[config.mk]
export PLATFORM = sky130hd
export DESIGN_NAME = modular_exponentiation
export DESIGN_NICKNAME = d
export VERILOG_FILES = /design/src/rtl/core/modexp_pkg.sv /design/src/rtl/core/modexp_mul.sv /design/src/rtl/core/modular_exponentiation.sv
export VERILOG_INCLUDE_DIRS = /design/src /design/src/rtl/core
export SDC_FILE = /design/constraint.sdc
export NUM_CORES = 1
export LEC_CHECK = 0
export ABC_AREA = 1
export BUFFER_PORTS_ARGS = -buffer_cell sky130_fd_sc_hd__buf_2
export CAP_MARGIN = 25
export CORE_ASPECT_RATIO = 1.4
export CORE_MARGIN = 5
export CORE_UTILIZATION = 46
export CTS_CLUSTER_SIZE = 20
export DETAILED_ROUTE_END_ITERATION = 10
export SYNTH_ARGS = -nofsm -noshare
export SYNTH_HDL_FRONTEND = slang
export SYNTH_SLANG_ARGS = --single-unit
[constraint.sdc]
create_clock -name clk -period 9.4 [get_ports clk]
set_input_delay 0.47 -clock clk [delete_from_list [all_inputs] [get_ports clk]]
set_output_delay 0.47 -clock clk [all_outputs]
set_load 0.02 [all_outputs]
[src/rtl/core/assert_macros.svh]
// Assertion helpers for the core RTL.
`ifndef ASSERT_MACROS_SVH
`define ASSERT_MACROS_SVH
`ifndef ASSERT_OFF
`define ASSERT_IMPL(label, clk, rst_n, prop, msg) \
  label: assert property (@(posedge clk) disable iff (!rst_n) prop) else $error(msg);
`define ASSERT_NEXT(label, clk, rst_n, pre, post, msg) \
  label: assert property (@(posedge clk) disable iff (!rst_n) (pre) |=> (post)) \
    else $error(msg);
`else
`define ASSERT_IMPL(label, clk, rst_n, prop, msg)
`define ASSERT_NEXT(label, clk, rst_n, pre, post, msg)
`endif
`endif

[src/rtl/core/modexp_pkg.sv]
package modexp_pkg;
  localparam int unsigned InW  = 63;
  localparam int unsigned ResW = 30;
  localparam logic [ResW-1:0] Modp = 30'd1000000007;

  typedef logic [ResW-1:0] res_t;

  typedef enum logic [2:0] {
    ST_IDLE,
    ST_REDUCE,
    ST_MSTART,
    ST_MWAIT,
    ST_DONE
  } state_t;
endpackage

[src/rtl/core/modexp_mul.sv]
// Bit-serial modular multiplier, multiplier operand scanned MSB first.
module modexp_mul (
  input  logic                  clk,
  input  logic                  rst_n,
  input  logic                  start,
  input  modexp_pkg::res_t      a,
  input  modexp_pkg::res_t      b,
  output logic                  done,
  output modexp_pkg::res_t      result
);
  import modexp_pkg::*;

  localparam int unsigned CntW = $clog2(ResW);

  res_t            a_r, b_r, r_r;
  logic [CntW-1:0] cnt_r;
  logic            busy_r, done_r;
  logic [ResW:0]   dbl, dbl_red, sum, sum_red;

  always_comb begin
    dbl     = {r_r, 1'b0};
    dbl_red = (dbl >= {1'b0, Modp}) ? dbl - {1'b0, Modp} : dbl;
    sum     = dbl_red + (b_r[ResW-1] ? {1'b0, a_r} : '0);
    sum_red = (sum >= {1'b0, Modp}) ? sum - {1'b0, Modp} : sum;
  end

  always_ff @(posedge clk) begin
    if (!rst_n) begin
      busy_r <= 1'b0;
      done_r <= 1'b0;
      cnt_r  <= '0;
    end else begin
      done_r <= 1'b0;
      if (start) begin
        busy_r <= 1'b1;
        cnt_r  <= '0;
      end else if (busy_r) begin
        cnt_r <= cnt_r + 1'b1;
        if (cnt_r == CntW'(ResW - 1)) begin
          busy_r <= 1'b0;
          done_r <= 1'b1;
        end
      end
    end
  end

  always_ff @(posedge clk) begin
    if (start) begin
      a_r <= a;
      b_r <= b;
      r_r <= '0;
    end else if (busy_r) begin
      r_r <= sum_red[ResW-1:0];
      b_r <= {b_r[ResW-2:0], 1'b0};
    end
  end

  assign done   = done_r;
  assign result = r_r;
endmodule

[src/rtl/core/modular_exponentiation.sv]
// Channel | Dir | Ports                              | Handshake
// in      | in  | in_base[62:0], in_exponent[62:0]   | in_valid / in_ready
// out     | out | out_power_mod[29:0]                | out_valid / out_ready
//
// One item at a time. Base reduction: one base bit per cycle.
// Each exponent bit up to the highest set one is handled by the two
// bit-serial 30-bit modular multipliers (result*square and square*square).
// Synchronous active-low reset returns to idle; out_ready low holds the result.
`include "assert_macros.svh"
module modular_exponentiation (
  input  logic                       clk,
  input  logic                       rst_n,
  input  logic                       in_valid,
  output logic                       in_ready,
  input  logic [modexp_pkg::InW-1:0] in_base,
  input  logic [modexp_pkg::InW-1:0] in_exponent,
  output logic                       out_valid,
  input  logic                       out_ready,
  output modexp_pkg::res_t           out_power_mod
);
  import modexp_pkg::*;

  localparam int unsigned BitW = $clog2(InW);

  state_t          state_r, state_nxt;
  logic [InW-1:0]  base_r, exp_r;
  logic [BitW-1:0] bit_r;
  res_t            acc_r, sq_r;
  logic [ResW:0]   red_dbl, red_val;
  logic            mul_start, acc_done, sq_done;
  res_t            acc_prod, sq_prod;

  // Shift-in reduction of the base: r = 2r + bit, one conditional subtract.
  always_comb begin
    red_dbl = {sq_r, base_r[InW-1]};
    red_val = (red_dbl >= {1'b0, Modp}) ? red_dbl - {1'b0, Modp} : red_dbl;
  end

  // next state
  always_comb begin
    state_nxt = state_r;
    case (state_r)
      ST_IDLE:   if (in_valid) state_nxt = ST_REDUCE;
      ST_REDUCE: begin
        if (bit_r == '0) state_nxt = (exp_r == '0) ? ST_DONE : ST_MSTART;
      end
      ST_MSTART: state_nxt = ST_MWAIT;
      ST_MWAIT: begin
        if (acc_done) state_nxt = (exp_r[InW-1:1] == '0) ? ST_DONE : ST_MSTART;
      end
      ST_DONE:   if (out_ready) state_nxt = ST_IDLE;
      default:   state_nxt = ST_IDLE;
    endcase
  end

  // outputs
  always_comb begin
    in_ready  = 1'b0;
    out_valid = 1'b0;
    mul_start = 1'b0;
    case (state_r)
      ST_IDLE:   in_ready  = 1'b1;
      ST_MSTART: mul_start = 1'b1;
      ST_DONE:   out_valid = 1'b1;
      default:   ;
    endcase
  end

  always_ff @(posedge clk) begin
    if (!rst_n) state_r <= ST_IDLE;
    else        state_r <= state_nxt;
  end

  // datapath
  always_ff @(posedge clk) begin
    case (state_r)
      ST_IDLE: begin
        base_r <= in_base;
        exp_r  <= in_exponent;
        bit_r  <= BitW'(InW - 1);
        sq_r   <= '0;
        acc_r  <= ResW'(1);
      end
      ST_REDUCE: begin
        sq_r   <= red_val[ResW-1:0];
        base_r <= {base_r[InW-2:0], 1'b0};
        bit_r  <= bit_r - 1'b1;
      end
      ST_MWAIT: begin
        if (acc_done) begin
          if (exp_r[0]) acc_r <= acc_prod;
          sq_r  <= sq_prod;
          exp_r <= {1'b0, exp_r[InW-1:1]};
        end
      end
      default: ;
    endcase
  end

  modexp_mul u_mul_acc (
    .clk, .rst_n, .start(mul_start), .a(acc_r), .b(sq_r),
    .done(acc_done), .result(acc_prod)
  );

  modexp_mul u_mul_sq (
    .clk, .rst_n, .start(mul_start), .a(sq_r), .b(sq_r),
    .done(sq_done), .result(sq_prod)
  );

  assign out_power_mod = acc_r;

  `ASSERT_IMPL(a_mul_sync, clk, rst_n, (acc_done == sq_done), "multipliers out of step")
  `ASSERT_IMPL(a_res_range, clk, rst_n, (out_valid |-> (acc_r < Modp)), "result not reduced")
  `ASSERT_NEXT(a_accept, clk, rst_n, (in_valid && in_ready), (state_r == ST_REDUCE),
               "accept did not start reduction")
endmodule
==> Yosys cells after proc, flatten, opt, wreduce, memory -nomap -nowiden <==
Index checks and enable logic that the tools add are counted.
{ "op_classes": {"n_addsub": 10, "mul": 0, "n_div": 0, "magnitude_cmp": 5, "eq_ne": 11, "n_shift": 0, "n_mux": 37, "n_bitwise": 2, "reduce_logical": 15} }
{ "ops": {"columns": ["cell", "count"], "rows": [
  ["30-bit two-way mux", 12],
  ["63-bit one-hot mux with 2 select lines", 2],
  ["31-bit by 30-bit >= comparator with 1-bit output, second input constant", 5],
  ["30-bit one-hot mux with 3 select lines", 1],
  ["30-bit subtractor, second input constant", 3],
  ["63-bit zero test", 1],
  ["63-bit two-way mux", 1],
  ["31-bit by 30-bit adder with 31-bit output", 2],
  ["62-bit zero test", 1],
  ["31-bit two-way mux", 2],
  ["31-bit by 30-bit subtractor with 31-bit output, second input constant", 2],
  ["30-bit one-hot mux with 2 select lines", 1],
  ["3-bit two-way mux", 6],
  ["3-bit one-hot mux with 5 select lines", 1],
  ["6-bit one-hot mux with 2 select lines", 1],
  ["5-bit by 1-bit adder with 5-bit output, second input constant", 2],
  ["5-bit == test, second input constant", 2],
  ["1-bit two-way mux", 10],
  ["2-bit inequality test, second input constant", 4],
  ["2-bit nonzero test", 4],
  ["3-bit by 2-bit == test with 1-bit output, second input constant", 2],
  ["6-bit zero test", 1],
  ["6-bit by 1-bit subtractor with 6-bit output, second input constant", 1],
  ["2-bit AND reduction", 2],
  ["other kinds (10)", 11]
]} }
{ "totals": {"regBits": 388, "latchBits": 0, "ram_bits": 0, "romBits": 0, "input_bits": 130, "elab_cells": 97, "n_memories": 0} }

==> Depth between registers and ports, before layout <==
Gate-level depths: netlist (run 1).
{ "logic_depth": {"word_depth": 5, "mapped_depth": 41} }

==> Cells and area by module <==
Synthesis (run 1) repeated with hierarchy kept, for this count alone.
{ "hier_totals": {"hier_cells": 4054, "hier_area_um2": 27321.2} }
{ "by_module_without_submodules": {"columns": ["module", "n_inst", "cells_per_inst", "area_per_inst_um2"], "rows": [
  ["modular_exponentiation", 1, 1235, 10242.3],
  ["modexp_mul at u_mul_acc", 1, 1425, 8683.3],
  ["modexp_mul at u_mul_sq", 1, 1394, 8395.6]
]} }

==> Least setup slack after synthesis (run 1) <==
OpenSTA, ideal clock, no wires.
{ "synth_path": {"path_kind": "reg2reg", "start": "reg state_r[1]", "end": "reg exp_r[0], enable pin", "setup_ps": 571, "arrival_ps": 5793, "t_required_ps": 8829, "slack_ps": 3036, "stages_incl_launch_ff": 8, "path_buffers": 3, "synth_period_minus_slack_ps": 6364, "cell_sequence": "dfxtp_1 > clkbuf_1 > inv_1 > nor2_1 > inv_1 > clkbuf_1 > clkbuf_1 > o21ai_0"} }
{ "synth_between": {"elab_chain_cells": 3, "elab_cells_between_ends": 5, "cone_classes": "2 x eq/ne; 3 x reduce/logical"} }
{ "synth_lines": {"columns": ["item", "line", "text"], "rows": [
  ["start, declared", "modular_exponentiation.sv:25", "state_t state_r, state_nxt;"],
  ["start signal, assigned", "modular_exponentiation.sv:71", "else state_r <= state_nxt;"],
  ["3-bit by 2-bit == test with 1-bit output or 3-bit zero test (tied branches)", "modular_exponentiation.sv:76", "case (state_r)"],
  ["2-bit by 1-bit inequality test with 1-bit output (no line) or 2-bit nonzero test (tied branches)", null, null],
  ["2-bit AND reduction (no line) *", null, null],
  ["end signal, assigned", "modular_exponentiation.sv:79", "exp_r <= in_exponent;"],
  ["end signal, assigned", "modular_exponentiation.sv:93", "exp_r <= {1'b0, exp_r[InW-1:1]};"],
  ["end, declared", "modular_exponentiation.sv:26", "logic [InW-1:0] base_r, exp_r;"]
]} }
Mark *: on every way between the ends. The rest lies on a longest branch, timed or not.
A chain may end at the register's enable or synchronous reset.

==> Final worst setup path (run 1) <==
{ "layout_path": {"start": "reg u_mul_sq.r_r[2] (netlist: u_mul_sq.result[2])", "end": "reg u_mul_sq.r_r[6] (netlist: u_mul_sq.result[6])"} }
{ "layout_between": {"elab_chain_cells": 5, "elab_cells_between_ends": 7, "cone_classes": "3 x add/sub; 2 x order compare; 2 x mux"} }
{ "layout_lines": {"columns": ["item", "line", "text"], "rows": [
  ["start, declared", "modexp_mul.sv:15", "res_t a_r, b_r, r_r;"],
  ["start signal, assigned", "modexp_mul.sv:53", "r_r <= sum_red[ResW-1:0];"],
  ["31-bit by 30-bit subtractor with 31-bit output or 31-bit by 30-bit >= comparator with 1-bit output (tied branches)", "modexp_mul.sv:22", "dbl_red = (dbl >= {1'b0, Modp}) ? dbl - {1'b0, Modp} : dbl;"],
  ["31-bit two-way mux *", "modexp_mul.sv:22", null],
  ["31-bit by 30-bit adder with 31-bit output *", "modexp_mul.sv:23", "sum = dbl_red + (b_r[ResW-1] ? {1'b0, a_r} : '0);"],
  ["30-bit subtractor or 31-bit by 30-bit >= comparator with 1-bit output (tied branches)", "modexp_mul.sv:24", "sum_red = (sum >= {1'b0, Modp}) ? sum - {1'b0, Modp} : sum;"],
  ["30-bit two-way mux *", "modexp_mul.sv:24", null]
]} }
Marked as above.

==> results of run 1 <==
==> through the flow <==
stage          util [%]  cells  power [W]  cell area (um^2)  hold slack, ps
4_1_cts            51.6   4603    0.00955             28700             122
2_1_floorplan         -   3709    0.00641             25800             445
5_1_grt            51.6   4604     0.0103             28700             131
3_3_place_gp       49.2   4523    0.00791             27300             421
6_report           51.6   4608    0.00955             28700             152
3_5_place_dp       49.2   4524    0.00787             27300             435
==> sequential cells by signal (all words and copies together) (netlist names) <==
name and flops:
u_mul_sq.busy_r 1, u_mul_sq.cnt_r 5, u_mul_sq.result 30, u_mul_acc.cnt_r 5
bit_r 6, u_mul_acc.b_r 30, sq_r 30, u_mul_acc.busy_r 1
u_mul_sq.b_r 30, u_mul_acc.a_r 30, state_r 3, u_mul_sq.a_r 30
exp_r 63, u_mul_acc.done 1, u_mul_acc.result 30, base_r 63
out_power_mod 30
==> cell type report <==
cell class / count / area (um^2)
Antenna cell: 5 / 12.5
Clock buffer: 54 / 1120
Clock inverter: 25 / 230
Fill cell: 5719 / 26900
Inverter: 587 / 2210
Multi-Input combinational cell: 2633 / 12300
Sequential cell: 388 / 10900
Tap cell: 728 / 911
Timing Repair Buffer: 188 / 1010
==> cell families (layout without fill, tap and decap cells) <==
logic type	count (synthesis)	count (layout)
AO/OA/AOI/OAI	289	289
XOR/XNOR	91	91
adder cells (fa/ha/maj)	73	73
buffers and inverters	688	854
flip-flops	388	388
other	0	5
AND/OR/NAND/NOR	2180	2180
==> power breakdown <==
| group | total (W) | internal (W) | switching [W] |
|---|---|---|---|
| logic | 0.00536 | 0.00159 | 0.00377 |
| registers | 0.00255 | 0.00228 | 0.000276 |
| clock network | 0.00164 | 0.000912 | 0.000730 |
==> path summary, 6_finish.rpt <==
path	end	cells after the start	startpoint	slack, ps
setup / recovery	u_mul_sq.result[6]	35	u_mul_sq.result[2]	3770
setup reg to reg	u_mul_sq.result[6]	35	u_mul_sq.result[2]	3770
hold reg to reg	u_mul_acc.a_r[29]	0	out_power_mod[29]	450
hold / removal	base_r[30]	3	in_base[30]	150
==> worst max-delay path: cells and delay by family, from the launching register on <==
kind	cells	cell delay (ps)
flip-flops	1	360
buffers and inverters	6	610
adder cells (fa/ha/maj)	2	590
AND/OR/NAND/NOR	26	3860
XOR/XNOR	1	160
==> routing by layer <==
metal | GRT usage [%] | vias up | share of wire, % | routed length, um
met5 | 0 | - | 0.036 | 27
met4 | 9.46 | 4 | 4.2 | 3190
met3 | 3.54 | 155 | 4.8 | 3670
met2 | 44.4 | 608 | 51 | 38800
met1 | 28.1 | 10700 | 40 | 30200
li1 | - | 12000 | - | -
==> layout by cell type (no fill, tap or decap), drive strengths merged, types with 2 or more instances in the layout <==
master    instances
diode             5
dfxtp            76
fa                2
nor3b             2
o22ai            23
nand3b           12
a31oi             8
and3              3
nand4            60
clkbuf           54
o211ai            3
edfxtp          312
xor2             82
o21bai            3
nor4             14
o21ai            94
buf             188
nor2            278
a21oi           147
nand3           255
and2              3
nand2          1507
ha               71
inv             588
clkinv           19
clkinvlp          3
o21a              3
xnor2             9
bufinv            2
or2               4
nor3             41
==> summary.txt, run 1 <==
Logic synthesis
  • Synthesized area: ~26,000 um^2
  • Top cells by count, synth: nand2_1, inv_1, edfxtp_1, nor2_1, nand3_1
  • Post-Synth Simple-Gate Area: 34.6%
  • Compound-Gate Fraction of Synth Area: 5.95%
  • Yosys warns: 0
  • Asr flop ratio synth: 0%
  • Post-Synth Adder-Cell Area: 3.59%
  • Post-synthesis mux area share: 0%
  • XOR/XNOR Fraction of Synth Area: under 10%
  • Most frequent cell after synthesis: nand2_1
  • Synth Flop Type: edfxtp_1
  • Mapped Nets: 3,912
  • Yosys reg bits: around 390
  • Post-synth top area share: a little over a third
  • Sequential area share after synthesis: a little over two fifths
  • Post-Syn Instances: between 3,000 and 4,000
  • Netlist cell types: 55
  • Synth area leaders: edfxtp_1, nand2_1, inv_1
  • Yosys top cell by area: edfxtp_1
  • Number of synthesized flops with an enable pin: around 310
  • Largest family of logic cells by synthesized area: simple AND/OR/NAND/NOR gates
  • Synthesized area per cell: about 7.0 um^2

Route
  • Drt first-iter violations: 1,488
  • Vias: approximately 23,000
  • DRC Markers: 0
  • Post-route ant nets: 0
  • Drt pass-1 iters: 7
  • Routed length per placed instance: 16.5 um
  • Final WL: roughly 76,000 um
  • Vias per cell: 5.10

Worst setup path
  • Crit path launch type: flip-flop
  • Crit path max-delay cell type: nand3_4
  • Critical Path RT: just under 10,000 ps
  • Worst EP arrival: slightly above 6000 ps
  • Critical path's most frequent cell: nand2_1
  • Critical path's largest stage delay: between 600 and 700 ps
  • Max FO, Critical Path: a little over 40
  • Endpoint class of the critical path: flip-flop
  • Kind of critical path: flip-flop to flip-flop

Place
  • Dpl hpwl: 58,000 um
  • GP Congestion: 0.979
  • PortBufs: between 150 and 200
  • Place WS: around 4000 ps

Timing
  • Fin crit share: approximately 60%
  • Setup WS post-layout: approximately 3800 ps
  • Worst-Margin Slew: between 1000 and 1500 ps
  • Final Hold Vio Count: 0
  • Setup TNS: 0 ps
  • Fin Clk Skew: approximately 15 ps
  • Setup violators final: 0
  • Final worst path period need: around 5600 ps
  • Relative slew slack: about a third
  • RSZ-0062 raised after global routing: false
  • Fmax: about 180 MHz
  • Final Slew Violations: 0

Pwr
  • Lkg Pwr: about 15 nW
  • Worst vdd rail ir drop: 0.162 mV
  • Power per cell area: between 300 and 400 nW/um^2

CTS
  • H-tree levels: 2
  • Hold-fix buffers, CTS: 0
  • Clock sinks: between 300 and 400
  • Post_cts resized: 0
  • Setup bufs post-CTS: 0
  • Clock Root Buffer: clkbuf_16
  • CTS tree: built
  • Clk buf depth: 3
  • Reg clk slew, reported paths: 60 ps
  • CTS Buf Count: 43
  • Clk_lat worst skew: 580 ps

GRT
  • Total track usage: roughly 24%
  • Largest net degree at the start of global routing: between 90 and 100
  • Initial antenna violation count: 8
  • Grt total ovfl: 0
  • First-pass GRT wire length: roughly 120,000 um
  • Vias in the first global route: 23,100

Floorplan
  • Die footprint: between 60,000 and 70,000 um^2
  • Die Ht: about 290 um
  • FP Rows: between 100 and 150
  • Core area: between 50,000 and 60,000 um^2
  • Ports: ~160
  • Effective utilization at floorplan: between 40 and 50%
  • Die width: 210 um

Worst hold path
  • Hold WC Path Type: input pin to flip-flop

Status
  • Status: finished clean

Final layout
  • P&R area growth vs syn: 10.9%
  • # nets final: between 4,000 and 5,000
  • Share of cells above drive strength 1: 8.05%

Run
  • Max-cap viol count: 0
Power figures use the tool's default switching activity.
==> run 2, diff against run 1 <==
--- a/config.mk
+++ b/config.mk
@@ -14,6 +14,7 @@
 export CORE_UTILIZATION = 46
 export CTS_CLUSTER_SIZE = 20
 export DETAILED_ROUTE_END_ITERATION = 10
+export PLACE_DENSITY = 0.66
 export SYNTH_ARGS = -nofsm -noshare
 export SYNTH_HDL_FRONTEND = slang
 export SYNTH_SLANG_ARGS = --single-unit
==> constraint.sdc (replaced) <==
create_clock -name clk -period 4.9 [get_ports clk]
set_input_delay 0.245 -clock clk [delete_from_list [all_inputs] [get_ports clk]]
set_output_delay 0.245 -clock clk [all_outputs]
set_load 0.02 [all_outputs]
==> run 2 against run 1 <==
Wire length is 4.5% higher; die area stayed put; largest cell class unchanged; global-route usage increased by 1.2 points; register-to-register slack worse by 3500 ps; count of clock-buffer cells in the layout up 1; design area grew 7.7%; clock power up 88%.
==> summary.txt, run 2 (synthesized netlist as in run 1, its figures left out) <==
Status
  • Status: finished clean

Pwr
  • Power per cell area: 625 nW/um^2 (+87%)
  • Switch share: 48.3% (-1.7 points)
  • Comb pwr share: 58.6% (+2.5 points)
  • Pwr Total: 0.0193 W (+100%)
  • Worst vdd rail ir drop: 0.298 mV (+84%)
  • Switch Pwr: 0.00931 W (+95%)
  • Lkg Pwr: 15.5 nW (+6.5%)
  • Clock power share: 16.0% (-1.2 points)
  • P_int: 0.00997 W (+110%)
  • Sequential Power Share: 25.4% (-1.3 points)

Timing
  • Final Slew Violations: 0 (unchanged)
  • Worst-Margin Slew: 1080 ps (+61.9 ps)
  • Final worst path period need: 4610 ps (-1020 ps)
  • Setup violators final: 0 (unchanged)
  • Relative slew slack: 28.1% (-4.3 points)
  • Fin Clk Skew: 14.9 ps (+0.324 ps)
  • Fmax: 217 MHz (+22%)
  • Final Hold Vio Count: 0 (unchanged)
  • Fin crit share: 94.1% (+34 points)

CTS
  • H-tree levels: 2 (unchanged)
  • Clock sinks: 388 (unchanged)
  • CTS Buf Count: 42 (-2.3%)
  • Reg clk slew, reported paths: 60 ps (about the same)
  • Clk buf depth: 3 (unchanged)
  • Clk_lat worst skew: 550 ps (-30 ps)
  • Clock Root Buffer: clkbuf_16
  • CTS tree: built

Final layout
  • Design Area, Final: 30,900 um^2 (+7.7%)
  • P&R area growth vs syn: 19.5%
  • # nets final: 4,250 (+5.1%)
  • Top Registers: base_r x63, exp_r x63
  • Most common cell after layout, fill and taps aside: nand2_1
  • Share of cells above drive strength 1: 11.7% (+3.6 points)
  • Most frequent cells in the layout: nand2_1, inv_1, edfxtp_1, nand3_1, nor2_1

GRT
  • GRT met3 Usage: 3.22% (-0.32 points)
  • Total track usage: 25.4% (+1.2 points)
  • Grt met2 use: 47.4% (+3.0 points)
  • Met1 Resource Use GR: 27.8% (-0.32 points)
  • First-pass GRT wire length: 126,000 um (+4.5%)
  • Grt total ovfl: 0 (unchanged)
  • Gr busiest metal: met2
  • Largest net degree at the start of global routing: 108 (+15%)
  • Initial antenna violation count: 4 (-4)
  • Vias in the first global route: 24,600 (+6.5%)

Route
  • Routed length per placed instance: 16.5 um (about the same)
  • Drt pass-1 iters: 6 (-1)
  • Final WL: 79,300 um (+4.5%)
  • DRC Markers: 0 (unchanged)
  • Vias: 24,600 (+4.9%)
  • Post-route ant nets: 0 (unchanged)
  • Drt first-iter violations: 1,638 (+10%)
  • Vias per cell: 5.12 (+0.44%)

Worst setup path
  • Kind of critical path: flip-flop to flip-flop
  • Worst EP arrival: 5060 ps (-1100 ps)
  • Critical path's largest stage delay: 500 ps (-130 ps)
  • Max FO, Critical Path: 11 (-73%)
  • Critical path's most frequent cell: nand2_1
  • Endpoint class of the critical path: flip-flop
  • Crit path max-delay cell type: ha_1
  • Reg2reg setup slack: 290 ps (-3480 ps)
  • Crit path launch type: flip-flop
  • Critical Path RT: 5350 ps (-4580 ps)

Place
  • Dpl hpwl: 59,600 um (+2.7%)
  • GP Congestion: 0.960 (-2.0%)
  • PortBufs: 161 (unchanged)
  • Placed cell areas: 28,000 um^2 (+2.4%)

Floorplan
  • Die width: 210 um (unchanged)
  • Effective utilization at floorplan: 46.6% (unchanged)
  • Core area: 55,500 um^2 (unchanged)
  • Ports: 162 (unchanged)
  • Die Ht: 290 um (unchanged)
  • Die footprint: 61,100 um^2 (unchanged)
  • FP Rows: 102 (unchanged)

Worst hold path
  • Hold WC Path Type: input pin to flip-flop

Run
  • Max-cap viol count: 0 (unchanged)
-- run 2: power by group through the flow --
stage,sequential [W],clock (W),combinational (W)
2_1_floorplan,0.00483,0,0.00746
3_3_place_gp,0.00493,0,0.0107
3_5_place_dp,0.00494,0,0.0107
4_1_cts,0.00488,0.00317,0.0109
5_1_grt,0.00495,0.00330,0.0126
6_report,0.00489,0.00309,0.0113
-- run 2: path summary, 6_finish.rpt --
kind,from,endpoint,depth (start not counted)
setup / recovery,u_mul_acc.result[5],u_mul_acc.result[16],26
hold / removal,in_exponent[30],exp_r[30],3
setup reg to reg,u_mul_acc.result[5],u_mul_acc.result[16],26
hold reg to reg,out_power_mod[8],u_mul_acc.a_r[8],0
-- run 2: metrics by stage --
stage / TNS [ps] / utilization (%) / hold slack [ps] / worst slack, ps / instances
2_1_floorplan: 0 / - / 422 / 239 / 3709
3_3_place_gp: -20.2 / 50.4 / 428 / -20.2 / 4604
3_5_place_dp: -11.8 / 50.4 / 433 / -11.8 / 4604
4_1_cts: 0 / 54.9 / 1.49 / 9.38 / 4803
5_1_grt: -207 / 55.6 / 6.63 / -44.7 / 4811
6_report: 0 / 55.6 / 13.9 / 289 / 4811
-- run 2: critical path, delay by kind of cell, from the launching register on --
kind	cells	cell delay (ps)
AND/OR/NAND/NOR	21	3110
adder cells (fa/ha/maj)	1	500
buffers and inverters	3	370
flip-flops	1	320
XOR/XNOR	1	190
-- run 2: what timing repair did --
item / in CTS / in global routing
pin swaps: 0 / 9
buffers inserted: 0 / 5
gates resized for setup: 1 / 104
setup endpoints to repair: 2 / 60
hold buffers: 122 / 0
hold endpoints to repair: 122 / 0
cloned: 0 / 0
-- run 2: area by class of cell --
type	count	area, um^2
Clock buffer	55	1130
Tap cell	728	911
Antenna cell	3	7.51
Multi-Input combinational cell	2633	12600
Fill cell	5418	24600
Inverter	587	2210
Sequential cell	388	10900
Timing Repair Buffer	395	2940
Clock inverter	22	174
-- run 2: per-layer routing --
metal / vias to the layer above / share of wire [%]
met1: 11200 / 37
li1: 12400 / -
met5: - / 0.016
met2: 716 / 52
met3: 252 / 4.4
met4: 2 / 6.0
==> run 3, diff against run 2 <==
--- a/config.mk
+++ b/config.mk
@@ -11,10 +11,11 @@
 export CAP_MARGIN = 25
 export CORE_ASPECT_RATIO = 1.4
 export CORE_MARGIN = 5
-export CORE_UTILIZATION = 46
+export CORE_UTILIZATION = 56
 export CTS_CLUSTER_SIZE = 20
 export DETAILED_ROUTE_END_ITERATION = 10
-export PLACE_DENSITY = 0.66
+export PLACE_DENSITY = 0.77
+export SETUP_SLACK_MARGIN = 0.4
 export SYNTH_ARGS = -nofsm -noshare
 export SYNTH_HDL_FRONTEND = slang
 export SYNTH_SLANG_ARGS = --single-unit
==> run 3 against run 2 <==
Non-clock buffer count is 48 higher; via count is 7.5% higher; maximum frequency is 2.9% higher; wire length is 7.0% higher; sequential power is 1% higher; clock power is 2% higher; critical path depth is 4 higher; flip-flop and latch count stayed put; combinational power is 19% higher; die area is 17% lower; final cell count is 1.3% lower.
==> summary.txt, run 3 (synthesized netlist as in run 1, its figures left out) <==
Status
  • Status: finished clean

Worst setup path
  • Worst R2R Path Depth: 30 (+15%)
  • Worst EP arrival: 4980 ps (-80 ps)
  • Crit path max-delay cell type: dfxtp_1
  • CP top delay family: simple AND/OR/NAND/NOR gates
  • Kind of critical path: flip-flop to flip-flop
  • Critical Path RT: 5400 ps (+50 ps)
  • Critical Path Start: u_mul_sq.result[13]
  • Critical path's largest stage delay: 490 ps (about the same)
  • Reg2reg setup slack: 420 ps (+130 ps)
  • Critical Path Sink: u_mul_sq.result[2]
  • WP buf/inv: 3 (unchanged)
  • Crit path launch type: flip-flop
  • Reg-to-reg startpoint: u_mul_sq.result[13]
  • Endpoint class of the critical path: flip-flop
  • R2R Path End: u_mul_sq.result[2]
  • Critical path's most frequent cell: nand2_1
  • Max FO, Critical Path: 7 (-4)
  • Number of cells on the critical path: 30 (+15%)

Place
  • Dpl hpwl: 56,000 um (-6.0%)
  • PortBufs: 161 (unchanged)
  • Placed cell areas: 27,600 um^2 (-1.2%)
  • Place WS: -93.0 ps (-81.3 ps)
  • GP Congestion: 1.02 (+6.1%)

GRT
  • Grt total ovfl: 0 (unchanged)
  • Total track usage: 31.2% (+5.8 points)
  • Vias in the first global route: 25,300 (+2.8%)
  • First-pass GRT wire length: 126,000 um (+0.39%)
  • Initial antenna violation count: 3 (-1)
  • Largest net degree at the start of global routing: 89 (-18%)

Timing
  • Final worst path period need: 4480 ps (-130 ps)
  • Setup violators final: 0 (unchanged)
  • RSZ-0062 raised after global routing: false
  • Setup WS post-layout: 420 ps (+130 ps)
  • Fmax: 223 MHz (+2.9%)
  • Fin Clk Skew: 28.0 ps (+13.0 ps)
  • Final Hold Vio Count: 0 (unchanged)
  • Setup TNS: 0 ps (unchanged)
  • Relative slew slack: 26.2% (-1.9 points)
  • Final Slew Violations: 0 (unchanged)
  • Fin crit share: 91.4% (-2.7 points)
  • Worst-Margin Slew: 1100 ps (+27.0 ps)

Pwr
  • Worst vdd rail ir drop: 0.349 mV (+17%)
  • Lkg Pwr: 16.0 nW (+3.0%)
  • Power per cell area: 661 nW/um^2 (+5.8%)

Route
  • Vias per cell: 5.58 (+8.9%)
  • Final WL: 84,900 um (+7.0%)
  • Routed length per placed instance: 17.9 um (+8.4%)
  • Post-route ant nets: 0 (unchanged)
  • DRC Markers: 0 (unchanged)
  • Drt first-iter violations: 2,255 (+38%)
  • Vias: 26,500 (+7.5%)
  • Drt pass-1 iters: 8 (+2)

Floorplan
  • Core area: 45,800 um^2 (-17%)
  • Effective utilization at floorplan: 56.4% (+9.8 points)
  • Ports: 162 (unchanged)
  • Die width: 192 um (-8.9%)
  • Die footprint: 50,600 um^2 (-17%)
  • Die Ht: 264 um (-9.0%)
  • FP Rows: 93 (-8.8%)

Final layout
  • Top Registers: base_r x63, exp_r x63
  • Share of cells above drive strength 1: 19.6% (+7.9 points)
  • FILL cells: 3,562 (-34%)
  • P&R area growth vs syn: 26.7%
  • Design Area, Final: 32,700 um^2 (+6.1%)
  • # nets final: 4,299 (+1.2%)
  • Most frequent cells in the layout: nand2_1, inv_1, edfxtp_1, nand3_1, nor2_1
  • Most common cell after layout, fill and taps aside: nand2_1

Worst hold path
  • Hold WC Path Type: input pin to flip-flop

CTS
  • Clock sinks: 388 (unchanged)
  • H-tree levels: 2 (unchanged)
  • Clock Root Buffer: clkbuf_16
  • Clk buf depth: 3 (unchanged)
  • CTS Buf Count: 42 (unchanged)
  • Clk_lat worst skew: 570 ps (+20 ps)
  • Reg clk slew, reported paths: 70 ps (about the same)
  • CTS tree: built

Run
  • Max-cap viol count: 0 (unchanged)
==> run 3: repair_timing <==
action                                  4_1_cts  5_1_grt
endpoints found under the setup margin       60       60
hold endpoints to repair                    127        0
hold buffers                                126        0
buffers inserted                              9       58
gates cloned                                  2        6
gates resized for setup                     106      386
pin swaps                                    15      128
==> run 3: worst reg2reg max path: cells and delay by family (launching register included) <==
kind / cells / cell delay (ps)
and+or+nand+nor: 22 / 2740
AOI/OAI and AO/OA: 3 / 300
adders and majority gates: 1 / 330
buffers and inverters: 3 / 370
xor gates and xnor gates: 1 / 170
DFF: 1 / 490
==> run 3: how the worst min path moves through the flow <==
stage	slack (ps)	cells after the start	to	startpoint
2_1_floorplan	420	3	state_r[2]	out_ready
3_3_place_gp	430	0	u_mul_acc.a_r[1]	out_power_mod[1]
3_5_place_dp	430	0	u_mul_acc.a_r[1]	out_power_mod[1]
4_1_cts	1	3	exp_r[31]	in_exponent[31]
5_1_grt	30	3	exp_r[12]	in_exponent[12]
6_report	30	3	exp_r[31]	in_exponent[31]
==> run 3: layout make-up <==
cell class / instances / area, um^2 / area share, %
antenna: 3 / 7.51 / 0.0229
sequential: 388 / 10900 / 33.3
multi-input combinational: 2634 / 14000 / 42.8
clock buffer: 57 / 1170 / 3.57
tap: 617 / 772 / 2.36
timing repair buffer: 443 / 3450 / 10.6
clock inverter: 20 / 174 / 0.531
inverter: 587 / 2220 / 6.79
==> run 3: routing by layer <==
metal / vias to the layer above / global-route usage [%] / wire [um]
met5: - / 0 / 0
met4: 0 / 23.3 / 7850
met3: 465 / 4.12 / 5090
met2: 1333 / 55.9 / 42700
met1: 12200 / 32.7 / 29200
li1: 12500 / - / -
==> run 3: stage by stage <==
step / power [W] / hold slack, ps / utilization [%] / instances
after global placement: 0.0152 / 426 / 60.2 / 4467
after detailed placement: 0.0153 / 433 / 60.2 / 4468
after CTS: 0.0190 / 1.20 / 67.0 / 4682
after global routing: 0.0230 / 33.7 / 71.4 / 4749
final: 0.0216 / 28.0 / 71.4 / 4749
after floorplan: 0.0123 / 422 / - / 3709
==> run 3: power breakdown <==
part           switching (W)  total [W]  internal (W)  leakage [nW]
clock network        0.00136    0.00316       0.00179         0.646
registers           0.000559    0.00494       0.00438          3.78
logic                0.00865     0.0135       0.00490          11.6
